## config.mk

```make
export PLATFORM = sky130hd
export DESIGN_NAME = harmonic_bin_packer
export DESIGN_NICKNAME = d
export VERILOG_FILES = /design/src/hw/rtl/hbp_pkg.sv /design/src/hw/rtl/hbp_cell.sv /design/src/hw/rtl/hbp_update.sv /design/src/hw/rtl/harmonic_bin_packer.sv
export SDC_FILE = /design/constraint.sdc
export NUM_CORES = 2
export LEC_CHECK = 0
export ABC_AREA = 1
export BUFFER_PORTS_ARGS = -buffer_cell sky130_fd_sc_hd__buf_2
export CORE_MARGIN = 5
export CORE_UTILIZATION = 58
export CTS_CLUSTER_DIAMETER = 150
export DETAILED_ROUTE_END_ITERATION = 10
export PLACE_DENSITY = 0.78
export SETUP_SLACK_MARGIN = 0.15
export SYNTH_ARGS = -nofsm -noshare
export SYNTH_HDL_FRONTEND = slang
export SYNTH_SLANG_ARGS = --single-unit
```

## constraint.sdc

```tcl
create_clock -name clk -period 7.1 [get_ports clk]
set_input_delay 1.065 -clock clk [delete_from_list [all_inputs] [get_ports clk]]
set_output_delay 1.065 -clock clk [all_outputs]
set_load 0.01 [all_outputs]
```

## src/hw/rtl/hbp_pkg.sv

```systemverilog
package hbp_pkg;

	localparam int SEGMENTS = 8;

	localparam int AMT_W  = 24;
	localparam int SUM_W  = 25;
	localparam int CNT_W  = 6;
	localparam int OCLS_W = 5;
	localparam int CLS_W  = $clog2(SEGMENTS);
	localparam int WGT_W  = $clog2(SEGMENTS + 1);
	localparam int PROD_W = AMT_W + WGT_W;

	localparam logic [SUM_W-1:0] SUM_MAX = {SUM_W{1'b1}};

	localparam logic CMD_ADD   = 1'b0;
	localparam logic CMD_FLUSH = 1'b1;

	localparam logic [1:0] REG_LIMIT     = 2'd0;
	localparam logic [1:0] REG_BASE_CPU  = 2'd1;
	localparam logic [1:0] REG_BASE_MEM  = 2'd2;

	typedef struct packed {
		logic [SUM_W-1:0] cpu;
		logic [SUM_W-1:0] mem;
		logic [CNT_W-1:0] count;
	} cell_t;

	typedef struct packed {
		logic load;
		logic shift;
	} cell_ctl_t;

endpackage

```

## src/hw/rtl/hbp_cell.sv

```systemverilog
module hbp_cell (
	input  logic                          clk,
	input  logic                          arst_n,
	input  hbp_pkg::cell_ctl_t            ctl,
	input  hbp_pkg::cell_t                load_data,
	input  hbp_pkg::cell_t                neighbor,
	input  logic [hbp_pkg::WGT_W-1:0]     weight,
	input  logic [hbp_pkg::AMT_W-1:0]     limit,
	input  logic [hbp_pkg::PROD_W-1:0]    scaled_cpu,
	output hbp_pkg::cell_t                state,
	output logic                          below
);

	hbp_pkg::cell_t state_q;
	logic [hbp_pkg::PROD_W-1:0] bound;

	// Upper bound of this cell's size class: limit times (class index plus one).
	assign bound = hbp_pkg::PROD_W'(limit) * hbp_pkg::PROD_W'(weight);
	assign below = scaled_cpu < bound;
	assign state = state_q;

	always_ff @(posedge clk or negedge arst_n) begin
		if (!arst_n) begin
			state_q <= '0;
		end else if (ctl.shift) begin
			state_q <= neighbor;
		end else if (ctl.load) begin
			state_q <= load_data;
		end
	end

endmodule

```

## src/hw/rtl/hbp_update.sv

```systemverilog
module hbp_update (
	input  hbp_pkg::cell_t                cur,
	input  logic [hbp_pkg::CLS_W-1:0]     cls,
	input  logic [hbp_pkg::AMT_W-1:0]     cpu,
	input  logic [hbp_pkg::AMT_W-1:0]     mem,
	input  logic [hbp_pkg::AMT_W-1:0]     limit,
	input  logic [hbp_pkg::AMT_W-1:0]     base_cpu,
	input  logic [hbp_pkg::AMT_W-1:0]     base_mem,
	output hbp_pkg::cell_t                next,
	output logic                          emit
);

	logic [hbp_pkg::SUM_W-1:0] cur_cpu, cur_mem;
	logic [hbp_pkg::SUM_W:0]   add_cpu, add_mem, open_cpu, open_mem;
	logic [hbp_pkg::CNT_W-1:0] cap;
	logic                      occupied, over, fits;

	function automatic logic [hbp_pkg::SUM_W-1:0] sat(input logic [hbp_pkg::SUM_W:0] v);
		sat = v[hbp_pkg::SUM_W] ? hbp_pkg::SUM_MAX : v[hbp_pkg::SUM_W-1:0];
	endfunction

	always_comb begin
		occupied = cur.count != '0;
		// An empty class is treated as holding the current base amounts.
		cur_cpu  = occupied ? cur.cpu : hbp_pkg::SUM_W'(base_cpu);
		cur_mem  = occupied ? cur.mem : hbp_pkg::SUM_W'(base_mem);
		add_cpu  = (hbp_pkg::SUM_W+1)'(cur_cpu) + (hbp_pkg::SUM_W+1)'(cpu);
		add_mem  = (hbp_pkg::SUM_W+1)'(cur_mem) + (hbp_pkg::SUM_W+1)'(mem);
		open_cpu = (hbp_pkg::SUM_W+1)'(base_cpu) + (hbp_pkg::SUM_W+1)'(cpu);
		open_mem = (hbp_pkg::SUM_W+1)'(base_mem) + (hbp_pkg::SUM_W+1)'(mem);
		over     = (add_cpu > (hbp_pkg::SUM_W+1)'(limit)) ||
		           (add_mem > (hbp_pkg::SUM_W+1)'(limit));
		cap      = hbp_pkg::CNT_W'(hbp_pkg::SEGMENTS) - hbp_pkg::CNT_W'(cls);
		fits     = !over && (cur.count < cap);
		if (fits) begin
			next.cpu   = sat(add_cpu);
			next.mem   = sat(add_mem);
			next.count = cur.count + hbp_pkg::CNT_W'(1);
		end else begin
			next.cpu   = sat(open_cpu);
			next.mem   = sat(open_mem);
			next.count = hbp_pkg::CNT_W'(1);
		end
		emit = !fits && occupied;
	end

endmodule

```

## src/hw/rtl/harmonic_bin_packer.sv

```systemverilog
// Add beat: the request is classified, then the class cell is updated; any bin it closes is
// registered at the end of the update, and the next beat is taken once the state is idle again.
// Flush beat: the row of class cells shifts toward the output one position per cycle, once
// per size class, unless an output stall holds it; output stalls also hold an add beat's update.
// One beat is in work at a time; the next is taken once the current one retires.
// Reset (arst_n low, asynchronous) empties every class and loads the register defaults.
module harmonic_bin_packer (
	input  logic                          clk,
	input  logic                          arst_n,
	input  logic                          item_valid,
	output logic                          item_stall,
	input  logic                          command,
	input  logic [hbp_pkg::AMT_W-1:0]     cpu_amount,
	input  logic [hbp_pkg::AMT_W-1:0]     memory_amount,
	output logic                          bin_valid,
	input  logic                          bin_stall,
	output logic [hbp_pkg::SUM_W-1:0]     bin_cpu,
	output logic [hbp_pkg::SUM_W-1:0]     bin_memory,
	output logic [hbp_pkg::CNT_W-1:0]     bin_items,
	output logic [hbp_pkg::OCLS_W-1:0]    bin_class,
	output logic                          last_of_run,
	input  logic                          cfg_valid,
	output logic                          cfg_ready,
	input  logic [1:0]                    cfg_index,
	input  logic [hbp_pkg::AMT_W-1:0]     cfg_data
);

	localparam logic [1:0] ST_IDLE     = 2'd0;
	localparam logic [1:0] ST_CLASSIFY = 2'd1;
	localparam logic [1:0] ST_UPDATE   = 2'd2;
	localparam logic [1:0] ST_FLUSH    = 2'd3;

	logic [1:0]                    state_q, state_d;
	logic [hbp_pkg::AMT_W-1:0]     limit_q, base_cpu_q, base_mem_q;
	logic [hbp_pkg::AMT_W-1:0]     cpu_s1, mem_s1;
	logic [hbp_pkg::CLS_W-1:0]     cls_q, cls_d, step_q;
	logic [hbp_pkg::PROD_W-1:0]    scaled_cpu;

	hbp_pkg::cell_t                cells   [hbp_pkg::SEGMENTS];
	hbp_pkg::cell_ctl_t            ctl     [hbp_pkg::SEGMENTS];
	logic [hbp_pkg::SEGMENTS-1:0]  below, busy;

	hbp_pkg::cell_t                sel_cell, upd_cell;
	logic                          upd_emit;

	logic                          out_free, accept, commit, advance, flush_emit;
	logic                          rest_busy;

	logic                          bin_valid_q;
	hbp_pkg::cell_t                bin_q;
	logic [hbp_pkg::OCLS_W-1:0]    bin_class_q;
	logic                          last_q;

	assign cfg_ready  = 1'b1;
	assign item_stall = state_q != ST_IDLE;
	assign accept     = item_valid && !item_stall;
	assign out_free   = !bin_valid_q || !bin_stall;
	assign scaled_cpu = hbp_pkg::PROD_W'(cpu_s1) * hbp_pkg::PROD_W'(hbp_pkg::SEGMENTS);

	// Registers
	always_ff @(posedge clk or negedge arst_n) begin
		if (!arst_n) begin
			limit_q    <= {hbp_pkg::AMT_W{1'b1}};
			base_cpu_q <= '0;
			base_mem_q <= '0;
		end else if (cfg_valid && cfg_ready) begin
			case (cfg_index)
				hbp_pkg::REG_LIMIT:    limit_q    <= cfg_data;
				hbp_pkg::REG_BASE_CPU: base_cpu_q <= cfg_data;
				hbp_pkg::REG_BASE_MEM: base_mem_q <= cfg_data;
				default: ;
			endcase
		end
	end

	// The row of class cells.
	for (genvar i = 0; i < hbp_pkg::SEGMENTS; i++) begin : g_cell
		hbp_pkg::cell_t nb;
		if (i == hbp_pkg::SEGMENTS - 1) begin : g_tail
			assign nb = '0;
		end else begin : g_mid
			assign nb = cells[i+1];
		end
		assign ctl[i].shift = advance;
		assign ctl[i].load  = commit && (cls_q == hbp_pkg::CLS_W'(i));
		assign busy[i]      = cells[i].count != '0;

		hbp_cell u_cell (
			.clk        (clk),
			.arst_n     (arst_n),
			.ctl        (ctl[i]),
			.load_data  (upd_cell),
			.neighbor   (nb),
			.weight     (hbp_pkg::WGT_W'(i + 1)),
			.limit      (limit_q),
			.scaled_cpu (scaled_cpu),
			.state      (cells[i]),
			.below      (below[i])
		);
	end

	// First class whose bound lies above the scaled request, else the last class.
	always_comb begin
		cls_d = hbp_pkg::CLS_W'(hbp_pkg::SEGMENTS - 1);
		for (int i = hbp_pkg::SEGMENTS - 1; i >= 0; i--) begin
			if (below[i]) begin
				cls_d = hbp_pkg::CLS_W'(i);
			end
		end
	end

	assign sel_cell = cells[cls_q];

	hbp_update u_update (
		.cur      (sel_cell),
		.cls      (cls_q),
		.cpu      (cpu_s1),
		.mem      (mem_s1),
		.limit    (limit_q),
		.base_cpu (base_cpu_q),
		.base_mem (base_mem_q),
		.next     (upd_cell),
		.emit     (upd_emit)
	);

	// During a flush the head cell holds the class numbered by step_q.
	assign rest_busy  = |busy[hbp_pkg::SEGMENTS-1:1];
	assign flush_emit = state_q == ST_FLUSH && busy[0] && out_free;
	assign advance    = state_q == ST_FLUSH && (!busy[0] || out_free);
	assign commit     = state_q == ST_UPDATE && (!upd_emit || out_free);

	always_comb begin
		state_d = state_q;
		case (state_q)
			ST_IDLE: begin
				if (accept) begin
					state_d = (command == hbp_pkg::CMD_FLUSH) ? ST_FLUSH : ST_CLASSIFY;
				end
			end
			ST_CLASSIFY: state_d = ST_UPDATE;
			ST_UPDATE: begin
				if (commit) begin
					state_d = ST_IDLE;
				end
			end
			ST_FLUSH: begin
				if (advance && step_q == hbp_pkg::CLS_W'(hbp_pkg::SEGMENTS - 1)) begin
					state_d = ST_IDLE;
				end
			end
			default: state_d = ST_IDLE;
		endcase
	end

	always_ff @(posedge clk or negedge arst_n) begin
		if (!arst_n) begin
			state_q <= ST_IDLE;
			step_q  <= '0;
		end else begin
			state_q <= state_d;
			if (accept) begin
				step_q <= '0;
			end else if (advance) begin
				step_q <= step_q + hbp_pkg::CLS_W'(1);
			end
		end
	end

	always_ff @(posedge clk) begin
		if (accept) begin
			cpu_s1 <= cpu_amount;
			mem_s1 <= memory_amount;
		end
		if (state_q == ST_CLASSIFY) begin
			cls_q <= cls_d;
		end
	end

	// Output register
	always_ff @(posedge clk or negedge arst_n) begin
		if (!arst_n) begin
			bin_valid_q <= 1'b0;
		end else if (out_free) begin
			bin_valid_q <= flush_emit || (commit && upd_emit);
		end
	end

	always_ff @(posedge clk) begin
		if (flush_emit) begin
			bin_q       <= cells[0];
			bin_class_q <= hbp_pkg::OCLS_W'(step_q);
			last_q      <= !rest_busy;
		end else if (commit && upd_emit) begin
			bin_q       <= sel_cell;
			bin_class_q <= hbp_pkg::OCLS_W'(cls_q);
			last_q      <= 1'b1;
		end
	end

	assign bin_valid   = bin_valid_q;
	assign bin_cpu     = bin_q.cpu;
	assign bin_memory  = bin_q.mem;
	assign bin_items   = bin_q.count;
	assign bin_class   = bin_class_q;
	assign last_of_run = last_q;

	a_flush_clears: assert property (@(posedge clk) disable iff (!arst_n)
		(state_q == ST_FLUSH && advance && step_q == hbp_pkg::CLS_W'(hbp_pkg::SEGMENTS - 1))
		|=> (busy == '0))
		else $error("classes not empty after flush");

	a_items_nonzero: assert property (@(posedge clk) disable iff (!arst_n)
		bin_valid_q |-> (bin_q.count != '0))
		else $error("empty bin emitted");

	a_items_cap: assert property (@(posedge clk) disable iff (!arst_n)
		bin_valid_q |-> ((hbp_pkg::OCLS_W + 1)'(bin_q.count) + (hbp_pkg::OCLS_W + 1)'(bin_class_q)
		                 <= (hbp_pkg::OCLS_W + 1)'(hbp_pkg::SEGMENTS)))
		else $error("bin holds more items than its class allows");

	a_update_order: assert property (@(posedge clk) disable iff (!arst_n)
		(state_q == ST_UPDATE) |-> ($past(state_q) == ST_CLASSIFY || $past(state_q) == ST_UPDATE))
		else $error("update entered without classification");

	a_cells_hold: assert property (@(posedge clk) disable iff (!arst_n)
		(state_q == ST_IDLE || state_q == ST_CLASSIFY) |=> ($stable(busy)))
		else $error("class state changed outside update or flush");

endmodule
```

Word level (Yosys, flattened, before mapping)
Cells that the tools add are included.
{ "word_totals": {"ramBits": 0, "rom_bits": 0, "input_bits": 80, "word_cells": 184, "latch_bits": 0, "regBits": 637, "mem_count": 0} }
{ "classes": {"n_mul": 4, "n_shift": 0, "muxes": 45, "n_div": 0, "n_lt_le_gt_ge": 11, "add_sub_neg": 7, "n_reduce_logical": 60, "bitwise_logic": 1, "eq_ne": 16} }
{ "op_table": {"columns": ["operator", "count"], "rows": [
  ["56-bit 2-to-1 mux", 21],
  ["56-bit binary-select mux with 3-bit select", 1],
  ["25-bit 2-to-1 mux", 6],
  ["27-bit by 28-bit < comparator with 1-bit output", 4],
  ["24-bit by 3-bit multiplier with 27-bit output, second input constant", 2],
  ["6-bit nonzero test", 9],
  ["25-bit by 24-bit adder with 26-bit output", 2],
  ["26-bit by 24-bit greater-than comparator with 1-bit output", 2],
  ["24-bit by 2-bit multiplier with 26-bit output, second input constant", 2],
  ["24-bit by 24-bit adder with 25-bit output", 2],
  ["27-bit by 24-bit < comparator with 1-bit output", 1],
  ["27-bit by 25-bit < comparator with 1-bit output", 1],
  ["27-bit by 26-bit < comparator with 1-bit output", 1],
  ["2-bit nonzero test", 11],
  ["3-bit 2-to-1 mux", 6],
  ["1-bit logical AND", 17],
  ["3-bit equality test, second input constant", 5],
  ["2-bit 2-to-1 mux", 6],
  ["1-bit logical NOT", 8],
  ["2-bit one-hot mux with 4 select lines", 1],
  ["7-bit OR reduction", 1],
  ["6-bit by 1-bit adder with 6-bit output, second input constant", 1],
  ["2-bit equality test, second input constant", 3],
  ["3-bit by 2-bit equality test with 1-bit output, second input constant", 2],
  ["17 further kinds", 29]
]} }

Logic depth before layout (Yosys ltp)
{ "logic_depth": {"ltp_word": 19, "ltp_mapped": 52, "mapped_depth_nobuf": 46} }

By module
From an unflattened synthesis, not the netlist that was laid out.
{ "hier_totals": {"cells_unflattened": 11740, "area_unflattened_um2": 76168.1} }
{ "by_module_without_submodules": {"columns": ["module", "cells_each", "n_inst", "area_per_inst_um2"], "rows": [
  ["hbp_cell at g_cell[3].u_cell ...", 1050, 2, 7018.0],
  ["harmonic_bin_packer", 1704, 1, 11710.0],
  ["hbp_update", 1670, 1, 8871.0],
  ["hbp_cell at g_cell[0].u_cell", 1044, 1, 6989.2],
  ["hbp_cell at g_cell[2].u_cell", 1049, 1, 6976.7],
  ["hbp_cell at g_cell[1].u_cell", 1044, 1, 6940.4],
  ["hbp_cell at g_cell[5].u_cell", 1044, 1, 6895.4],
  ["hbp_cell at g_cell[7].u_cell", 1042, 1, 6875.3],
  ["hbp_cell at g_cell[6].u_cell", 1043, 1, 6874.1]
]} }

Worst setup path after synthesis
No wires, ideal clock.
{ "synth_path": {"path_kind": "reg-to-reg", "start": "register cls_q[0] (netlist name)", "end": "register bin_class_q, in the netlist bin_class[0], enable pin", "setup_slack_ns": -0.455, "path_stages_with_launch": 48, "t_arrival_ns": 7.135, "period_less_slack_ns": 7.555, "path_buffers": 8, "t_required_ns": 6.681, "setup_time_ns": 0.419, "path_cell_list": "edfxtp_1 -> buf_6 -> buf_4 -> buf_6 -> buf_6 -> a21oi_1 -> o21ai_0 -> nand2_1 -> inv_1 -> o21ai_0 -> inv_1 -> ha_1 -> nand2_1 -> nor2_1 -> nand2_2 -> buf_6 -> buf_1 -> nand2_1 -> [12 not listed] -> inv_1 -> ha_1 -> nand2_1 -> inv_1 -> nand3_1 -> a31oi_1 -> nor2_1 -> nand2_1 -> nand2_1 -> nand2_1 -> nand2_1 -> a21boi_0 -> nor2_1 -> nand2_2 -> buf_4 -> buf_6 -> nand4_1 -> nand2_1"} }
{ "synth_via": {"elab_chain_len": 18} }
{ "synth_rtl": {"columns": ["item", "line_no", "text"], "rows": [
  ["from (decl)", "harmonic_bin_packer.sv:36", "logic [hbp_pkg::CLS_W-1:0] cls_q, cls_d, step_q;"],
  ["from (signal assigned)", "harmonic_bin_packer.sv:175", "cls_q <= cls_d;"],
  ["3-bit NOT with 4-bit output (implied by the code)", "harmonic_bin_packer.sv:112", "assign sel_cell = cells[cls_q];"],
  ["56-bit binary-select mux with 3-bit select", "harmonic_bin_packer.sv:112", null],
  ["56-bit 2-to-1 mux (implied by the code) (2 in series)", "harmonic_bin_packer.sv:112", null],
  ["6-bit nonzero test", "hbp_update.sv:23", "occupied = cur.count != '0;"],
  ["25-bit 2-to-1 mux, on equally long branches", "hbp_update.sv:25, hbp_update.sv:26", null],
  ["25-bit by 24-bit adder with 26-bit output, on equally long branches", "hbp_update.sv:27, hbp_update.sv:28", null],
  ["26-bit by 24-bit greater-than comparator with 1-bit output, on equally long branches", "hbp_update.sv:31, hbp_update.sv:32", null],
  ["1-bit logical OR", "hbp_update.sv:31", "over = (add_cpu > (hbp_pkg::SUM_W+1)'(limit)) ||"],
  ["1-bit logical NOT", "hbp_update.sv:34", "fits = !over && (cur.count < cap);"],
  ["1-bit logical AND", "hbp_update.sv:34", null],
  ["1-bit logical NOT", "hbp_update.sv:44", "emit = !fits && occupied;"],
  ["1-bit logical AND (*)", "hbp_update.sv:44", null],
  ["1-bit logical NOT", "harmonic_bin_packer.sv:130", "assign commit = state_q == ST_UPDATE && (!upd_emit || out_free);"],
  ["1-bit logical OR", "harmonic_bin_packer.sv:130", null],
  ["1-bit logical AND", "harmonic_bin_packer.sv:130", null],
  ["1-bit logical AND (*)", "harmonic_bin_packer.sv:193", "end else if (commit && upd_emit) begin"],
  ["2-bit nonzero test (no source line) (*)", null, null],
  ["to (signal assigned)", "harmonic_bin_packer.sv:191", "bin_class_q <= hbp_pkg::OCLS_W'(step_q);"],
  ["to (signal assigned)", "harmonic_bin_packer.sv:195", "bin_class_q <= hbp_pkg::OCLS_W'(cls_q);"],
  ["to (decl)", "harmonic_bin_packer.sv:51", "logic [hbp_pkg::OCLS_W-1:0] bin_class_q;"]
]} }
Mark *: on every way between the ends. The rest lies on a longest branch, timed or not. The select of a mux whose other input is x is not followed.
A chain may end at the register's enable or synchronous reset.

Worst setup path after layout
{ "layout_path": {"start": "register cls_q[0] (netlist name)", "end": "register g_cell[6].u_cell.state_q, in the netlist g_cell[6].u_cell.state[12]"} }
{ "layout_via": {"elab_chain_len": 18} }
{ "layout_rtl": {"columns": ["item", "line_no", "text"], "rows": [
  ["3-bit NOT with 4-bit output (implied by the code)", "harmonic_bin_packer.sv:112", null],
  ["56-bit binary-select mux with 3-bit select", "harmonic_bin_packer.sv:112", null],
  ["56-bit 2-to-1 mux (implied by the code) (2 in series)", "harmonic_bin_packer.sv:112", null],
  ["6-bit nonzero test", "hbp_update.sv:23", null],
  ["25-bit 2-to-1 mux, on equally long branches", "hbp_update.sv:25, hbp_update.sv:26", null],
  ["25-bit by 24-bit adder with 26-bit output, on equally long branches", "hbp_update.sv:27, hbp_update.sv:28", null],
  ["26-bit by 24-bit greater-than comparator with 1-bit output, on equally long branches", "hbp_update.sv:31, hbp_update.sv:32", null],
  ["1-bit logical OR", "hbp_update.sv:31", null],
  ["1-bit logical NOT", "hbp_update.sv:34", null],
  ["1-bit logical AND", "hbp_update.sv:34", null],
  ["1-bit logical NOT", "hbp_update.sv:44", null],
  ["1-bit logical AND", "hbp_update.sv:44", null],
  ["1-bit logical NOT", "harmonic_bin_packer.sv:130", null],
  ["1-bit logical OR", "harmonic_bin_packer.sv:130", null],
  ["1-bit logical AND", "harmonic_bin_packer.sv:130", null],
  ["1-bit logical AND", "harmonic_bin_packer.sv:85", "assign ctl[i].load = commit && (cls_q == hbp_pkg::CLS_W'(i));"],
  ["2-bit nonzero test (no source line)", null, null],
  ["to (signal assigned)", "hbp_cell.sv:26", "state_q <= neighbor;"],
  ["to (signal assigned)", "hbp_cell.sv:28", "state_q <= load_data;"],
  ["to (decl)", "hbp_cell.sv:14", "hbp_pkg::cell_t state_q;"]
]} }
Several ways; a longest one is shown, not always the timed one. The select of a mux whose other input is x is not followed.

==> results.sh <==
export IMPL_outcome="complete, no violations"
export IMPL_ys_warn_count=0
export IMPL_die_w_um=295
export IMPL_synth_xor_area_frac=0.0274
export IMPL_hp_class="in2async"
export IMPL_drcViolationCount=0
export IMPL_gr_usage_all_layers=0.357
export IMPL_period_minus_slack_ps=6510
export IMPL_die_area_mm2=0.0873
export IMPL_worst_clock_skew_ps=45.3
export IMPL_h_tree_depth=3
export IMPL_finalSetupViolCount=0
export IMPL_nNetsFinal=7209
export IMPL_grt_setup_unrepaired="no"
export IMPL_coreArea_mm2=0.0807
export IMPL_syn_area_per_cell_um2=7.14
export IMPL_grt_overflow_total=0
export IMPL_clk_pin_slew_ps=60
export IMPL_drive_above_1_share=0.0833
export IMPL_synthesis_area_mm2=0.0473
export IMPL_p_per_area_mw_per_mm2=567
export IMPL_synth_fa_ha_area_frac=0.122
export IMPL_dr_pass1_iters=6
export IMPL_hold_viol_final=0
export IMPL_fin_crit_sh=0.916
export IMPL_tns_ps=0
export IMPL_synthCells=6619
export IMPL_dp_hpwl_um=108000
export IMPL_die_h_um=295
export IMPL_relSlewSlack=0.180
export IMPL_ios=145
export IMPL_nFillCells=7055
export IMPL_first_global_vias=44400
export IMPL_synth_seq_cells=637
export IMPL_synth_simple_area_share=0.319
export IMPL_clockRootBuffer="clkbuf_16"
export IMPL_maxCapViolCount=0
export IMPL_drtAntennaViolNets=0
export IMPL_synthDistinctLibCells=52
export IMPL_cts_sinks=637
export IMPL_ir_worst_vdd_v=0.000304
export IMPL_viasPerCell=6.07
export IMPL_cp_common_cell="nand2_1"
export IMPL_rows=104
export IMPL_start_util=0.586
export IMPL_yosysSeqAreaShare=0.350
export IMPL_leakage_nw=27.2
export IMPL_fmax_mhz=154
export IMPL_worst_pin_slew_ps=1230
export IMPL_synth_top_family_by_area="simple AND/OR/NAND/NOR gates"
export IMPL_drv_slew=0
export IMPL_r2r_end="g_cell[6].u_cell.state[12]$_DFFE_PN0P_"
export IMPL_required_ps=7690
export IMPL_synthMuxAreaShare=0
export IMPL_synth_compound_area_frac=0.116
export IMPL_drtIter0Drc=5625
export IMPL_wl_um=161000
export IMPL_max_stage_delay_ps=480
export IMPL_clock_latency_ps=660
export IMPL_cts_path_max_buffers=3
export IMPL_cp_end_kind="flip-flop"
export IMPL_grt_pass1_wl_um=248000
export IMPL_area_growth_syn_to_layout_pct=11.2
export IMPL_cts_tree="done"
export IMPL_criticalPathCategory="reg2reg"
export IMPL_postCtsHoldBufs=0
export IMPL_grt_max_degree=182
export IMPL_vias=47400
export IMPL_cts_inserted_buffers=76
export IMPL_wl_per_cell_um=20.6
export IMPL_cp_slowest_cell="edfxtp_1"
export IMPL_ys_flop_type="dfrtp_1"
export IMPL_reg2reg_setup_slack_ps=590
export IMPL_regToRegStartpoint="cls_q[0]$_SDFFCE_PP0P_"
export IMPL_critical_path_arrival_ps=7100
export IMPL_place_congestion=1.02
export IMPL_async_reset_ff_frac=0.826
export IMPL_path_max_fanout=42
export IMPL_grt_antenna_before_repair=6
export IMPL_start_kind="flip-flop"
export IMPL_portBuffers=141
export IMPL_rr_worst_depth=35
export IMPL_p_total_mw=29.8
export IMPL_synth_edf_count=111
final cells by class:
class	count	area (um^2)	share of cell area
repair buffers	315	2720	0.0518
flip-flops and latches	637	16500	0.314
multi-input cells	5217	27800	0.528
well taps	1060	1330	0.0252
inverters	439	1670	0.0317
clock buffers	104	2130	0.0405
clock inverters	38	415	0.00790
diodes	1	2.50	0.0000476
through the flow:
step	setup slack [ps]	hold slack [ps]	util	std cells	cell area (um^2)
final	594	468	0.652	7811	52600
after global routing	149	515	0.652	7811	52600
after CTS	166	490	0.648	7802	52300
after detailed placement	229	480	0.617	7660	49700
after global placement	330	464	0.617	7660	49700
after floorplan	357	449	-	6620	47300
power breakdown:
group	switching [mW]	leakage (nW)	internal (mW)	total, mW
combinational	12.7	18.3	6.53	19.2
clock	1.73	1.22	2.31	4.04
sequential	1.21	7.71	5.34	6.55
total	15.6	27.2	14.2	29.8
cell usage after synthesis (3+ instances only):
cell	n	share of area
o21a_1	12	0.0019
nand2_1	2662	0.21
a21boi_0	13	0.0021
nor3_1	30	0.0032
o21ai_1	4	0.00042
dfrtp_1	502	0.27
a21o_1	21	0.0033
inv_2	5	0.00040
nor2_1	161	0.013
buf_1	64	0.0051
a221oi_1	3	0.00056
nand2_2	21	0.0028
nor4_1	14	0.0019
or2_2	3	0.00040
o2111ai_1	5	0.00093
clkbuf_1	158	0.013
ha_1	413	0.11
o21ai_0	384	0.041
buf_6	11	0.0026
a32o_1	49	0.010
nand3_2	37	0.0078
nand3_1	688	0.073
xnor2_1	61	0.011
a31oi_1	14	0.0019
nand4_1	34	0.0045
xor2_1	87	0.016
buf_2	84	0.0089
a211oi_1	12	0.0019
o21bai_1	32	0.0051
o221ai_1	4	0.00074
inv_1	433	0.034
a31o_2	4	0.00074
buf_4	10	0.0016
fa_1	30	0.013
edfxtp_1	111	0.071
dfstp_2	24	0.013
o211ai_1	26	0.0041
a21oi_1	374	0.040
per-layer routing:
layer	GRT usage	routed length, um	share of wire	vias to the layer above
met5	0	69	0.00043	-
li1	-	-	-	22000
met1	0.488	63300	0.39	22000
met4	0.169	9040	0.056	10
met2	0.541	69600	0.43	2805
met3	0.0816	18600	0.12	531
registers in the layout (all words and copies together) (netlist names):
name,count
g_cell.u_cell.state,448
bin_cpu,25
bin_memory,25
base_cpu_q,24
base_mem_q,24
cpu_s1,24
limit_q,24
mem_s1,24
bin_items,6
bin_class,3
cls_q,3
step_q,3
state_q,2
bin_valid,1
last_of_run,1
repair_timing:
item	4_1_cts	5_1_grt
setup buffers	0	3
gates resized for setup	0	44
setup endpoints to repair	0	509
worst max-delay path by stage:
stage / from / cells after the start / endpoint
3_5_place_dp: cls_q[0]$_SDFFCE_PP0P_ / 39 / bin_memory[13]$_DFFE_PP_
5_1_grt: cls_q[0]$_SDFFCE_PP0P_ / 46 / g_cell[5].u_cell.state[32]$_DFFE_PN0P_
6_report: cls_q[0]$_SDFFCE_PP0P_ / 35 / g_cell[6].u_cell.state[12]$_DFFE_PN0P_
3_3_place_gp: cls_q[0]$_SDFFCE_PP0P_ / 40 / bin_memory[13]$_DFFE_PP_
2_1_floorplan: cls_q[0]$_SDFFCE_PP0P_ / 47 / bin_class[0]$_DFFE_PP_
4_1_cts: cls_q[0]$_SDFFCE_PP0P_ / 39 / bin_cpu[17]$_DFFE_PP_
cells in the final DEF, fill, tap and decap left out, types with 13 or more instances in the layout:
cell       instances
nor4_1            13
xnor2_1           60
clkbuf_16         81
buf_2            140
nand2_2           18
o211ai_1          26
buf_12            46
clkbuf_1          17
nand2_1         2659
nand3_2           45
ha_1             413
xor2_1            86
nor2_1           157
dfstp_2           24
fa_1              30
nand4_1           34
o21bai_1          31
a21o_1            21
buf_4            115
a21oi_1          372
edfxtp_1         111
inv_1            431
a32o_1            49
o21ai_0          374
nor3_1            29
nand3_1          680
a31oi_1           14
dfrtp_1          502
critical path: cells and delay by family, from the launching register on:
family | cells | cell delay [ps]
compound gates | 7 | 1390
flops | 1 | 480
simple gates | 17 | 2110
buf+inv | 7 | 1270
fa+ha+maj | 3 | 890
xor+xnor | 1 | 230
cell families after synthesis:
group | after synthesis
adders and majority gates | 443
buffers and inverters | 766
AOI/OAI and AO/OA | 966
DFF | 637
xor gates and xnor gates | 148
and+or+nand+nor | 3657
other | 2
(Power assumes the default switching activity.)
